## src/hdl/vtk_pkg.sv

```systemverilog
`default_nettype none

package vtk_pkg;

    // Decoder phases.
    localparam logic [1:0] PH_PLAIN   = 2'd0;
    localparam logic [1:0] PH_ESC     = 2'd1;
    localparam logic [1:0] PH_BRACKET = 2'd2;
    localparam logic [1:0] PH_ESC_O   = 2'd3;

    // Request kinds carried in tuser.
    localparam logic FUNC_BYTE = 1'b0;
    localparam logic FUNC_TICK = 1'b1;

    localparam int          IDLE_W        = 17;
    localparam logic [16:0] IDLE_MAX      = 17'h1FFFF;
    localparam logic [15:0] TIMEOUT_RESET = 16'd2000;

    // Byte values.
    localparam logic [7:0] KEY_ESC        = 8'd27;
    localparam logic [7:0] KEY_NEWLINE    = 8'd10;
    localparam logic [7:0] KEY_UP_CODE    = 8'd251;
    localparam logic [7:0] KEY_DOWN_CODE  = 8'd252;
    localparam logic [7:0] KEY_LEFT_CODE  = 8'd253;
    localparam logic [7:0] KEY_RIGHT_CODE = 8'd254;
    localparam logic [7:0] CH_BRACKET     = 8'h5B;
    localparam logic [7:0] CH_UPPER_O     = 8'h4F;
    localparam logic [7:0] CH_UPPER_M     = 8'h4D;
    localparam logic [7:0] CH_UPPER_A     = 8'h41;
    localparam logic [7:0] CH_UPPER_B     = 8'h42;
    localparam logic [7:0] CH_UPPER_C     = 8'h43;
    localparam logic [7:0] CH_UPPER_D     = 8'h44;
    localparam logic [7:0] CH_LOWER_J     = 8'h6A;
    localparam logic [7:0] CH_LOWER_Y     = 8'h79;

    // Keypad characters for ESC O j through ESC O y.
    localparam logic [7:0] KEYPAD_MAP [16] = '{
        8'h2A, 8'h2B, 8'h2C, 8'h2D, 8'h2E, 8'h2F, 8'h30, 8'h31,
        8'h32, 8'h33, 8'h34, 8'h35, 8'h36, 8'h37, 8'h38, 8'h39
    };

    // Outcome of one request: new state plus an optional key.
    typedef struct packed {
        logic [1:0]        phase;
        logic [IDLE_W-1:0] idle;
        logic              emit;
        logic [7:0]        code;
    } vtk_step_t;

endpackage

`default_nettype wire

```

## src/hdl/vtk_decode.sv

```systemverilog
`default_nettype none

module vtk_decode (
    input  wire logic [1:0]  phase,
    input  wire logic [16:0] idle,
    input  wire logic [15:0] timeout,
    input  wire logic        func,
    input  wire logic [7:0]  rx_byte,
    output vtk_pkg::vtk_step_t step
);
    import vtk_pkg::*;

    logic [1:0] start_phase;
    logic [7:0] arrow;
    logic       is_arrow;
    logic [7:0] kp_offset;

    // An open sequence is dropped when the silence exceeds the timeout.
    assign start_phase = (idle > {1'b0, timeout}) ? PH_PLAIN : phase;
    assign kp_offset   = rx_byte - CH_LOWER_J;

    always_comb begin
        is_arrow = 1'b1;
        arrow    = KEY_UP_CODE;
        unique case (rx_byte)
            CH_UPPER_A: arrow = KEY_UP_CODE;
            CH_UPPER_B: arrow = KEY_DOWN_CODE;
            CH_UPPER_C: arrow = KEY_RIGHT_CODE;
            CH_UPPER_D: arrow = KEY_LEFT_CODE;
            default:    is_arrow = 1'b0;
        endcase
    end

    always_comb begin
        step.phase = phase;
        step.idle  = idle;
        step.emit  = 1'b0;
        step.code  = rx_byte;
        if (func == FUNC_TICK) begin
            if (idle != IDLE_MAX) begin
                step.idle = idle + 17'd1;
            end
        end else begin
            step.idle = '0;
            unique case (start_phase)
                PH_PLAIN: begin
                    if (rx_byte == KEY_ESC) begin
                        step.phase = PH_ESC;
                    end else begin
                        step.phase = PH_PLAIN;
                        step.emit  = 1'b1;
                    end
                end
                PH_ESC: begin
                    if (rx_byte == CH_BRACKET) begin
                        step.phase = PH_BRACKET;
                    end else if (rx_byte == CH_UPPER_O) begin
                        step.phase = PH_ESC_O;
                    end else if (rx_byte == KEY_ESC) begin
                        step.phase = PH_ESC;
                        step.emit  = 1'b1;
                        step.code  = KEY_ESC;
                    end else begin
                        step.phase = PH_PLAIN;
                    end
                end
                PH_BRACKET: begin
                    if (rx_byte == CH_UPPER_O) begin
                        step.phase = PH_ESC_O;
                    end else begin
                        step.phase = PH_PLAIN;
                        step.emit  = is_arrow;
                        step.code  = arrow;
                    end
                end
                default: begin
                    step.phase = PH_PLAIN;
                    if (is_arrow) begin
                        step.emit = 1'b1;
                        step.code = arrow;
                    end else if (rx_byte == CH_UPPER_M) begin
                        step.emit = 1'b1;
                        step.code = KEY_NEWLINE;
                    end else if (rx_byte >= CH_LOWER_J && rx_byte <= CH_LOWER_Y) begin
                        step.emit = 1'b1;
                        step.code = KEYPAD_MAP[kp_offset[3:0]];
                    end
                end
            endcase
        end
    end

endmodule

`default_nettype wire

```

## src/hdl/vt100_key_escape_decoder.sv

```systemverilog
`default_nettype none

// Channel   | Direction | tdata            | tuser         | Notes
// s_        | in        | [7:0] rx_byte    | [0] func      | func 1 is a time tick
// m_        | out       | [7:0] key_code   | -             | zero or one key per request
// cfg_wr_   | in        | [15:0] timeout   | -             | write while idle
//
// Each request is held in the input register and, when it yields a key, moves into
// the result register once that register can take it.
// One request is taken every cycle while the result side keeps up.
// Reset (aresetn low, synchronous) returns the decoder to plain phase, clears the
// idle counter and both valid flags, and sets the timeout to 2000 ticks.
// A stalled result holds the input register, which then stalls s_tready.

module vt100_key_escape_decoder (
    input  wire logic        aclk,
    input  wire logic        aresetn,

    input  wire logic        s_tvalid,
    output logic             s_tready,
    input  wire logic [7:0]  s_tdata,   // [7:0] rx_byte
    input  wire logic [0:0]  s_tuser,   // [0] func

    output logic             m_tvalid,
    input  wire logic        m_tready,
    output logic [7:0]       m_tdata,   // [7:0] key_code

    input  wire logic        cfg_wr_en,
    input  wire logic [15:0] cfg_wr_data
);
    import vtk_pkg::*;

    // Input register.
    logic        in_valid_reg;
    logic        in_func_reg;
    logic [7:0]  in_byte_reg;

    // Decoder state and configuration.
    logic [1:0]        phase_reg;
    logic [IDLE_W-1:0] idle_reg;
    logic [15:0]       timeout_reg;

    // Result register.
    logic        out_valid_reg;
    logic [7:0]  out_code_reg;

    logic        advance;
    vtk_step_t   step;

    // The buffered request retires whenever the result register can take it,
    // whether or not it produces a key.
    assign advance  = in_valid_reg && (!out_valid_reg || m_tready);
    assign s_tready = !in_valid_reg || advance;

    vtk_decode u_decode (
        .phase   (phase_reg),
        .idle    (idle_reg),
        .timeout (timeout_reg),
        .func    (in_func_reg),
        .rx_byte (in_byte_reg),
        .step    (step)
    );

    always_ff @(posedge aclk) begin
        if (!aresetn) begin
            in_valid_reg <= 1'b0;
        end else if (s_tready) begin
            in_valid_reg <= s_tvalid;
        end
    end

    always_ff @(posedge aclk) begin
        if (s_tready && s_tvalid) begin
            in_func_reg <= s_tuser[0];
            in_byte_reg <= s_tdata;
        end
    end

    always_ff @(posedge aclk) begin
        if (!aresetn) begin
            phase_reg <= PH_PLAIN;
            idle_reg  <= '0;
        end else if (advance) begin
            phase_reg <= step.phase;
            idle_reg  <= step.idle;
        end
    end

    always_ff @(posedge aclk) begin
        if (!aresetn) begin
            timeout_reg <= TIMEOUT_RESET;
        end else if (cfg_wr_en) begin
            timeout_reg <= cfg_wr_data;
        end
    end

    always_ff @(posedge aclk) begin
        if (!aresetn) begin
            out_valid_reg <= 1'b0;
        end else if (advance) begin
            out_valid_reg <= step.emit;
        end else if (m_tready) begin
            out_valid_reg <= 1'b0;
        end
    end

    always_ff @(posedge aclk) begin
        if (advance && step.emit) begin
            out_code_reg <= step.code;
        end
    end

    assign m_tvalid = out_valid_reg;
    assign m_tdata  = out_code_reg;

endmodule

`default_nettype wire
```

## config.mk

```make
export PLATFORM = sky130hd
export DESIGN_NAME = vt100_key_escape_decoder
export DESIGN_NICKNAME = d
export VERILOG_FILES = /design/src/hdl/vtk_pkg.sv /design/src/hdl/vtk_decode.sv /design/src/hdl/vt100_key_escape_decoder.sv
export SDC_FILE = /design/constraint.sdc
export NUM_CORES = 1
export LEC_CHECK = 0
export BUFFER_PORTS_ARGS = -buffer_cell sky130_fd_sc_hd__buf_2
export CAP_MARGIN = 20
export CELL_PAD_IN_SITES_DETAIL_PLACEMENT = 0
export CELL_PAD_IN_SITES_GLOBAL_PLACEMENT = 1
export CORE_MARGIN = 2
export CORE_UTILIZATION = 47
export DETAILED_ROUTE_END_ITERATION = 10
export PLACE_DENSITY = 0.84
export SETUP_SLACK_MARGIN = 0.05
export SLEW_MARGIN = 20
export SYNTH_ARGS = -nofsm -noshare
export SYNTH_HDL_FRONTEND = slang
export SYNTH_SLANG_ARGS = --single-unit
```

## constraint.sdc

```tcl
create_clock -name aclk -period 6.37 [get_ports aclk]
set_input_delay 0.637 -clock aclk [delete_from_list [all_inputs] [get_ports aclk]]
set_output_delay 0.637 -clock aclk [all_outputs]
set_load 0.01 [all_outputs]
```

# [Word level (Yosys, flattened, before mapping)]
# Memory sizes are Yosys's and may differ from the RTL's.
# Index checks and enable logic that the tools add are counted.
[op_classes] addsub=2 magnitude_cmp=4 n_eq_ne=12 mux=25 n_bitwise=2 reduce_logical=13
[ops] op="2-to-1 mux 9 bit" count=8
[ops] op="equality test 8 x 7 -> 1 bit (second input constant)" count=7
[ops] op="2-to-1 mux 17 bit" count=2
[ops] op="one-hot mux 8 bit (3 select lines)" count=1
[ops] op="adder 17 x 1 -> 17 bit (second input constant)" count=1
[ops] op="greater-than comparator 17 x 16 -> 1 bit" count=1
[ops] op="!= test 17 bit (second input constant)" count=1
[ops] op="2-to-1 mux 8 bit" count=2
[ops] op="one-hot mux 3 bit (3 select lines)" count=1
[ops] op="equality test 8 x 5 -> 1 bit (second input constant)" count=1
[ops] op="greater-or-equal comparator 8 x 7 -> 1 bit (second input constant)" count=1
[ops] op="<= comparator 8 x 7 -> 1 bit (second input constant)" count=1
[ops] op="2-to-1 mux 2 bit" count=4
[ops] op="one-hot mux 2 bit (3 select lines)" count=1
[ops] op="greater-or-equal comparator 5 bit (second input constant)" count=1
[ops] op="2-to-1 mux 1 bit" count=5
[ops] op="inverter 4 -> 5 bit" count=1
[ops] op="logical AND 1 bit" count=4
[ops] op="AND reduction 2 bit" count=2
[ops] op="OR reduction 4 bit" count=1
[ops] op="subtractor 4 bit (second input constant)" count=1
[ops] op="one-hot mux 1 bit (3 select lines)" count=1
[ops] op="equality test 2 x 1 -> 1 bit (second input constant)" count=1
[ops] op="equality test 2 bit (second input constant)" count=1
[ops] op="6 further kinds" count=8
[word_totals] ff_bits=54 rom_bits=128 in_bits=30 mem_count=1
[memory_table] memory="(no name shown)" words=16 width=8 rd=1 rd_clocked_by_memory_dff=0 wr=0 line="vtk_decode.sv:86" text="step.code = KEYPAD_MAP[kp_offset[3:0]];"

# [Longest topological paths before layout]
# Gate-level depths: netlist (run 1).
[depth] ltp_word=11 ltp_mapped=11 depth_no_buf=11

# [Modules after synthesis]
# Synthesis (run 1) repeated with hierarchy kept, for this count alone.
[unflattened] cells_unflattened=391 hier_area_um2=3442.1
[modules_own_cells] module="vt100_key_escape_decoder" n_inst=1 cells_per_inst=163 area_each_um2=1961.9 seq_area_each_um2=1251.2
[modules_own_cells] module="vtk_decode" n_inst=1 cells_per_inst=228 area_each_um2=1480.2 seq_area_each_um2=0.0

# [Least setup slack after synthesis (run 1)]
# OpenSTA, ideal clock, no wires.
[synth_timing] kind="reg-to-reg" start="reg idle_reg[6]" end="reg out_code_reg[0], in the netlist m_tdata[0], enable pin" setup_ns=0.375 arrival_time_ns=2.274 setup_slack_ns=3.721 path_stages_with_launch=8 n_path_buf=0 period_less_slack_ns=2.649 cell_sequence="dfxtp_1 > ha_1 > a21o_1 > a21o_1 > a2111oi_2 > o21a_1 > o211ai_1 > a21oi_1"
[synth_via] elab_chain_len=6 elab_cells_between_ends=8 classes_between="1 x order compare; 2 x eq/ne; 3 x mux; 2 x reduce/logical"
[synth_rtl] item="start: declaration" line="vt100_key_escape_decoder.sv:40" text="logic [IDLE_W-1:0] idle_reg;"
[synth_rtl] item="start signal: assignment" line="vt100_key_escape_decoder.sv:85" text="idle_reg <= step.idle;"
[synth_rtl] item="greater-than comparator 17 x 16 -> 1 bit *" line="vtk_decode.sv:19" text="assign start_phase = (idle > {1'b0, timeout}) ? PH_PLAIN : phase;"
[synth_rtl] item="2-to-1 mux 2 bit *" line="vtk_decode.sv:19"
[synth_rtl] item="equality test 2 bit, or another cell as far along" line="vtk_decode.sv:45" text="unique case (start_phase)"
[synth_rtl] item="one-hot mux 1 bit (3 select lines) *" line="vtk_decode.sv:45"
[synth_rtl] item="2-to-1 mux 9 bit *" line="vtk_decode.sv:39" text="if (func == FUNC_TICK) begin"
[synth_rtl] item="logical AND 1 bit *" line="vt100_key_escape_decoder.sv:108" text="if (advance && step.emit) begin"
[synth_rtl] item="end signal: assignment" line="vt100_key_escape_decoder.sv:109" text="out_code_reg <= step.code;"
[synth_rtl] item="end: declaration" line="vt100_key_escape_decoder.sv:45" text="logic [7:0] out_code_reg;"
# Mark *: on every way between the ends. The rest lies on a longest branch, timed or not.
# A chain may end at the register's enable or synchronous reset.

# [Final worst setup path (run 1)]
[layout_timing] start="reg idle_reg[6]" end="reg out_code_reg[1], in the netlist m_tdata[1], enable pin"
# Same word-level chain as after synthesis.

==> flow_summary.yaml, run 1 <==
run_status:
  status: "completed"
cts:
  cts_made_buffers: 5
  cts.sinks: 54
  cts_resized: 0
  cts_tree: "built"
  path_clk_slew_ps: 90
  holdBufCountCts: 0
  cts_max_path_buffers: 2
  post_cts_buffers: 0
  clk_latency_ps: 300
  cts_root_buf: "clkbuf_8"
  h-tree-depth: 2
timing:
  rsz0062_at_grt: "no"
  finClkSkew_ps: 3.098
  hold_viol_final: 0
  tns_ps: 0
  slew_headroom: 0.5216
  finalSetupViolCount: 0
  period_share: 0.4714
  period_minus_slack_ps: 3003
  tightest_slew_ps: 717.6
  slew_viol_final: 0
  fin_hold_ws_ps: 495.9
  setup_slack_ps: 3367
  fmax_mhz: 333.1
synthesis:
  yosysTopAreaCell: "dfxtp_1"
  synthFlopType: "dfxtp_1"
  ys.warnings.count: 0
  avgSynthCellArea_um2: 9.228
  synthDistinctLibCells: 58
  synth_edf_count: 17
  syn_area_um2: 3027
  async_flop_share: 0
  synth_seq_area_share: 0.4134
  syn-num-nets: 379
  synth_area_leaders: "dfxtp_1, edfxtp_1, ha_1"
  synth_seq_cells: 54
  synthCells: 328
  yosysTopAreaCellShare: 0.2447
layout:
  final_area_um2: 3369
  num-fill-cells: 576
  final_util: 0.5368
  stdcell_count: 441
  drive_gt1_frac: 0.1593
  largest_reg_flops: 17
  antennaDiodeCount: 0
  final_nets: 414
  syn_to_final_growth_pct: 11.33
detailed_routing:
  route.detailed.drc: 0
  antenna_left: 0
  wl_per_cell_um: 14.25
  drt_iter0_drc: 225
  via_per_inst: 5.497
  dr_total_vias: 2424
  wl_mm: 6.283
  dr.pass1.iters: 5
placement:
  post-place-ws_ps: 3418
  portBuffers: 39
  place_inst: 433
  place_area_um2: 3274
  post-dp-hpwl_mm: 4.777
  gp_congestion: 0.8427
floorplan:
  dieWidth_um: 84.25
  dieArea_um2: 7097
  fp.dieH_um: 84.25
  io_pins: 40
  start_util: 0.4822
  core.rowCount: 29
  core_um2: 6277
grt:
  grt_use_total: 0.1839
  grt_pass1_vias: 2178
  grt_max_degree: 23
  grtUsageMet2: 0.2569
  met3_usage: 0.04031
  use_met1: 0.2837
  grt_pass1_wl_mm: 10.54
  antenna_found_initial: 0
  gr-total-overflow: 0
  gr-max-usage-layer: "met1"
worst_setup_path:
  reg2reg_depth: 7
  regToRegStartpoint: "idle_reg[6]$_SDFFE_PN0P_"
  cpMostUsedCell: "a21o_1"
  end_kind: "flip-flop"
  cp.arrival_ps: 2950
  cp_max_fo: 9
  path_buf_inv: 0
  worstPathRequired_ps: 6310
  rrSetupSlack_ps: 3370
  crit_family: "compound AO/OA/AOI/OAI gates"
  worst_path_largest_cell_delay_ps: 600
  crit_chain: "ha_1 -> a21o_1 -> a21o_1 -> a2111oi_2 -> o21a_1 -> o211ai_1 -> a21oi_1"
  timing.rr.end: "m_tdata[1]$_DFFE_PP_"
  critPathKind: "reg2reg"
  critical_path.slowest_cell: "a21oi_1"
  start_kind: "flip-flop"
min_path:
  min_delay_path_depth: 2
  hold_end: "timeout_reg[6]$_SDFFE_PN1P_"
  hold_path_class: "reg2reg"
  min_from: "timeout_reg[6]$_SDFFE_PN1P_"
pwr:
  cellLeakagePower_nw: 1.451
  power_frac_comb: 0.097
  power_uw: 633.1
  power.internal_uw: 481.2
  p_sw_uw: 151.9
  p_per_area_nw_per_um2: 187.9
  ir_worst_vdd_mv: 0.1489
  switching_share: 0.2399
  clkPwrFrac: 0.307
  p_seq_frac: 0.596
job:
  maxCapViolations: 0
==> Yosys cell counts (2+ instances only) <==
library cell,instances
a2111oi_0,2
a211oi_1,3
a21o_1,4
a21oi_1,9
a221oi_1,2
a22oi_1,4
a2bb2oi_1,2
a311oi_1,2
a31oi_1,2
and2_1,4
and3_1,4
and4_1,2
buf_2,2
clkbuf_1,8
dfxtp_1,37
edfxtp_1,17
ha_1,21
inv_1,24
mux2i_1,12
nand2_1,31
nand2b_1,4
nand3_1,8
nand4_1,10
nor2_1,40
nor2b_1,3
nor3_1,8
nor3b_1,3
o211a_1,2
o211ai_1,9
o21ai_0,3
o21ai_1,3
o221ai_1,2
or3_1,2
xnor2_1,3
xor2_1,13
==> power groups by stage <==
stage,Clock (mW),Combinational [mW],Sequential [mW]
final,0.194,0.0612,0.378
after global routing,0.218,0.0692,0.379
after CTS,0.203,0.0612,0.377
after detailed placement,0,0.0610,0.385
after global placement,0,0.0605,0.385
after floorplan,0,0.0420,0.382
==> worst register-to-register path: stages, from the launching register on <==
cell and delay (ps):
dfxtp_1 350, ha_1 330, a21o_1 180, a21o_1 180, a2111oi_2 450, o21a_1 400, o211ai_1 160, a21oi_1 600
==> worst max-delay path by stage <==
stage                                       startpoint  slack (ps)                    to  depth (start not counted)
after floorplan               idle_reg[6]$_SDFFE_PN0P_        3720  m_tdata[0]$_DFFE_PP_                          7
after global placement        idle_reg[6]$_SDFFE_PN0P_        3500  m_tdata[1]$_DFFE_PP_                          7
after detailed placement      idle_reg[6]$_SDFFE_PN0P_        3420  m_tdata[1]$_DFFE_PP_                          7
after CTS                     idle_reg[6]$_SDFFE_PN0P_        3390  m_tdata[1]$_DFFE_PP_                          7
after global routing      timeout_reg[15]$_SDFFE_PN0P_        3200  m_tdata[6]$_DFFE_PP_                          8
final                         idle_reg[6]$_SDFFE_PN0P_        3370  m_tdata[1]$_DFFE_PP_                          7
==> per-layer routing <==
metal | up-vias | wire (um)
met2 | 87 | 2481
met1 | 1076 | 3344
met5 | - | 0
met4 | 0 | 68
met3 | 7 | 388
li1 | 1254 | -
==> placed cells by master, fill, tap and decap left out, types with 10 or more instances in the layout <==
cell	n
buf_2	39
dfxtp_1	37
edfxtp_1	17
ha_1	21
inv_1	24
mux2i_1	12
nand2_1	31
nand4_1	10
nor2_1	40
xor2_1	13
==> layout make-up <==
type                            instances  area [um2]  share of cell area
Multi-Input combinational cell        238        1638              0.4861
Clock inverter                          2       12.51            0.003713
Sequential cell                        54        1251              0.3713
Timing Repair Buffer                   39       195.2             0.05793
Inverter                               25       93.84             0.02785
Clock buffer                            6       82.58             0.02451
Tap cell                               77       96.34             0.02859
==> logic make-up (layout without fill, tap and decap cells) <==
logic type,after synthesis,in the layout,synth area share
buffers and inverters,36,72,0.04547
muxes,12,12,0.03969
and+or+nand+nor,129,129,0.2187
AOI/OAI and AO/OA,60,60,0.1497
xor gates and xnor gates,16,16,0.04630
adders and majority gates,21,21,0.08681
DFF,54,54,0.4134
Note: power is estimated with default switching activity, not from simulation.
==> run 2, diff against run 1 <==
CORE_UTILIZATION = 44   (was 47)
PLACE_DENSITY = 0.79   (was 0.84)
clock period = 2.9 ns   (was 6.37 ns; I/O delays follow)
==> flow_summary.yaml, run 2 (same netlist as run 1, synthesis figures left out) <==
detailed_routing:
  dr_wl_met2_mm: 2.373
  wl_mm: 6.285
  route.detailed.drc: 0
  via_per_inst: 5.339
  dr.pass1.iters: 4
  dr_total_vias: 2392
  drt_iter0_drc: 262
  wl_per_cell_um: 14.03
  drt-met1-wl_mm: 3.467
  routed.top_layer: "met4"
  antenna_left: 0
  met3_length_um: 385
worst_setup_path:
  critical_path.slowest_cell: "a2111oi_2"
  end_kind: "flip-flop"
  start_kind: "flip-flop"
  worstPathRequired_ps: 2920
  crit_chain: "ha_1 -> a21o_1 -> a21o_1 -> a2111oi_2 -> o21a_1 -> o211ai_1 -> a21oi_1 -> buf_4"
  critPathKind: "reg2reg"
  cpMostUsedCell: "a21o_1"
  cp_max_fo: 9
  regToRegStartpoint: "idle_reg[6]$_SDFFE_PN0P_"
  cp.arrival_ps: 2660
  timing.rr.end: "m_tdata[1]$_DFFE_PP_"
  worst_path_largest_cell_delay_ps: 460
  reg2reg_depth: 8
  rrSetupSlack_ps: 260
floorplan:
  core.rowCount: 30
  start_util: 0.4505
  core_um2: 6719
  dieWidth_um: 86.94
  dieArea_um2: 7559
  fp.dieH_um: 86.94
  io_pins: 40
min_path:
  min_from: "s_tdata[7]"
  hold_path_class: "in2reg"
  hold_end: "in_byte_reg[7]$_DFFE_PP_"
  min_delay_path_depth: 1
grt:
  grt_pass1_vias: 2122
  grt_use_total: 0.1734
  grt_max_degree: 23
  grt_pass1_wl_mm: 10.45
  gr-total-overflow: 0
  antenna_found_initial: 0
cts:
  path_clk_slew_ps: 100
  cts.sinks: 54
  cts_made_buffers: 5
  cts_root_buf: "clkbuf_8"
  cts_max_path_buffers: 2
  h-tree-depth: 2
  post_cts_buffers: 0
  cts_tree: "built"
  clk_latency_ps: 310
  cts_resized: 0
  holdBufCountCts: 0
layout:
  layout_commonest_cell: "nor2_1"
  syn_to_final_growth_pct: 13.68
  antennaDiodeCount: 0
  largest_reg_flops: 17
  final_nets: 418
  drive_gt1_frac: 0.1658
  final_cell_mix: "nor2_1, buf_2, dfxtp_1, nand2_1, inv_1"
  num-fill-cells: 607
job:
  maxCapViolations: 0
pwr:
  ir_worst_vdd_mv: 0.2363
  cellLeakagePower_nw: 1.489
  p_per_area_nw_per_um2: 449.9
timing:
  setup_slack_ps: 258.9
  slew_viol_final: 0
  period_minus_slack_ps: 2641
  rsz0062_at_grt: "no"
  tns_ps: 0
  hold_viol_final: 0
  slew_headroom: 0.6336
  fmax_mhz: 378.6
  finClkSkew_ps: 11.61
  period_share: 0.9107
  tightest_slew_ps: 549.0
  finalSetupViolCount: 0
placement:
  portBuffers: 39
  post-place-ws_ps: 310.8
  gp_congestion: 0.8739
  post-dp-hpwl_mm: 4.861
run_status:
  status: "completed"
[run 2: cell count changes in the layout (fill, tap and decap cells not counted), sizes merged]
cell / before / now
bufinv: 0 / 2
buf: 39 / 43
clkinvlp: 1 / 0
clkbuf: 6 / 5
[run 2: worst max-delay path by stage]
stage                                     start                   end  slack [ps]
finish                 idle_reg[6]$_SDFFE_PN0P_  m_tdata[1]$_DFFE_PP_         260
global route        timeout_reg[6]$_SDFFE_PN1P_  m_tdata[1]$_DFFE_PP_         100
CTS                    idle_reg[6]$_SDFFE_PN0P_  m_tdata[0]$_DFFE_PP_         280
detailed placement     idle_reg[6]$_SDFFE_PN0P_  m_tdata[0]$_DFFE_PP_         310
global placement    timeout_reg[6]$_SDFFE_PN1P_  m_tdata[1]$_DFFE_PP_         360
floorplan              idle_reg[6]$_SDFFE_PN0P_  m_tdata[0]$_DFFE_PP_         250
[run 2: power by group]
part	leakage (nW)	internal (mW)	switching [mW]	total [mW]
Sequential	0.464	0.807	0.0220	0.829
Clock	0.0658	0.342	0.242	0.584
Combinational	0.959	0.0591	0.0762	0.135
[run 2: worst max-delay path: cells and delay by family, from the launching register on]
kind	cells	cell delay (ps)
buffers and inverters	1	180
adders and majority gates	1	320
AOI/OAI and AO/OA	6	1490
DFF	1	360
[run 2: area by class of cell]
cell class | count | area, um2 | share of cell area
inverters | 25 | 93.84 | 0.02727
clock buffers | 5 | 68.82 | 0.02000
multi-input cells | 238 | 1638 | 0.4760
well taps | 80 | 100.1 | 0.02909
flip-flops and latches | 54 | 1251 | 0.3636
repair buffers | 43 | 225.2 | 0.06545
clock inverters | 3 | 63.81 | 0.01855
[run 2: routing by layer]
layer | track usage | vias up
met5 | 0 | -
met4 | 0.04261 | 0
met3 | 0.02938 | 5
met2 | 0.2304 | 87
met1 | 0.2839 | 1042
li1 | - | 1258
[run 2: stage by stage]
stage / hold WS [ps] / total power [mW] / cells / utilization / instance area, um2
2_1_floorplan: 388.9 / 0.9321 / 328 / - / 3027
3_3_place_gp: 467.7 / 0.9804 / 440 / 0.4924 / 3308
3_5_place_dp: 472.2 / 0.9823 / 440 / 0.4924 / 3308
4_1_cts: 151.5 / 1.563 / 448 / 0.5121 / 3441
5_1_grt: 143.6 / 1.617 / 448 / 0.5121 / 3441
6_report: 155.2 / 1.548 / 448 / 0.5121 / 3441
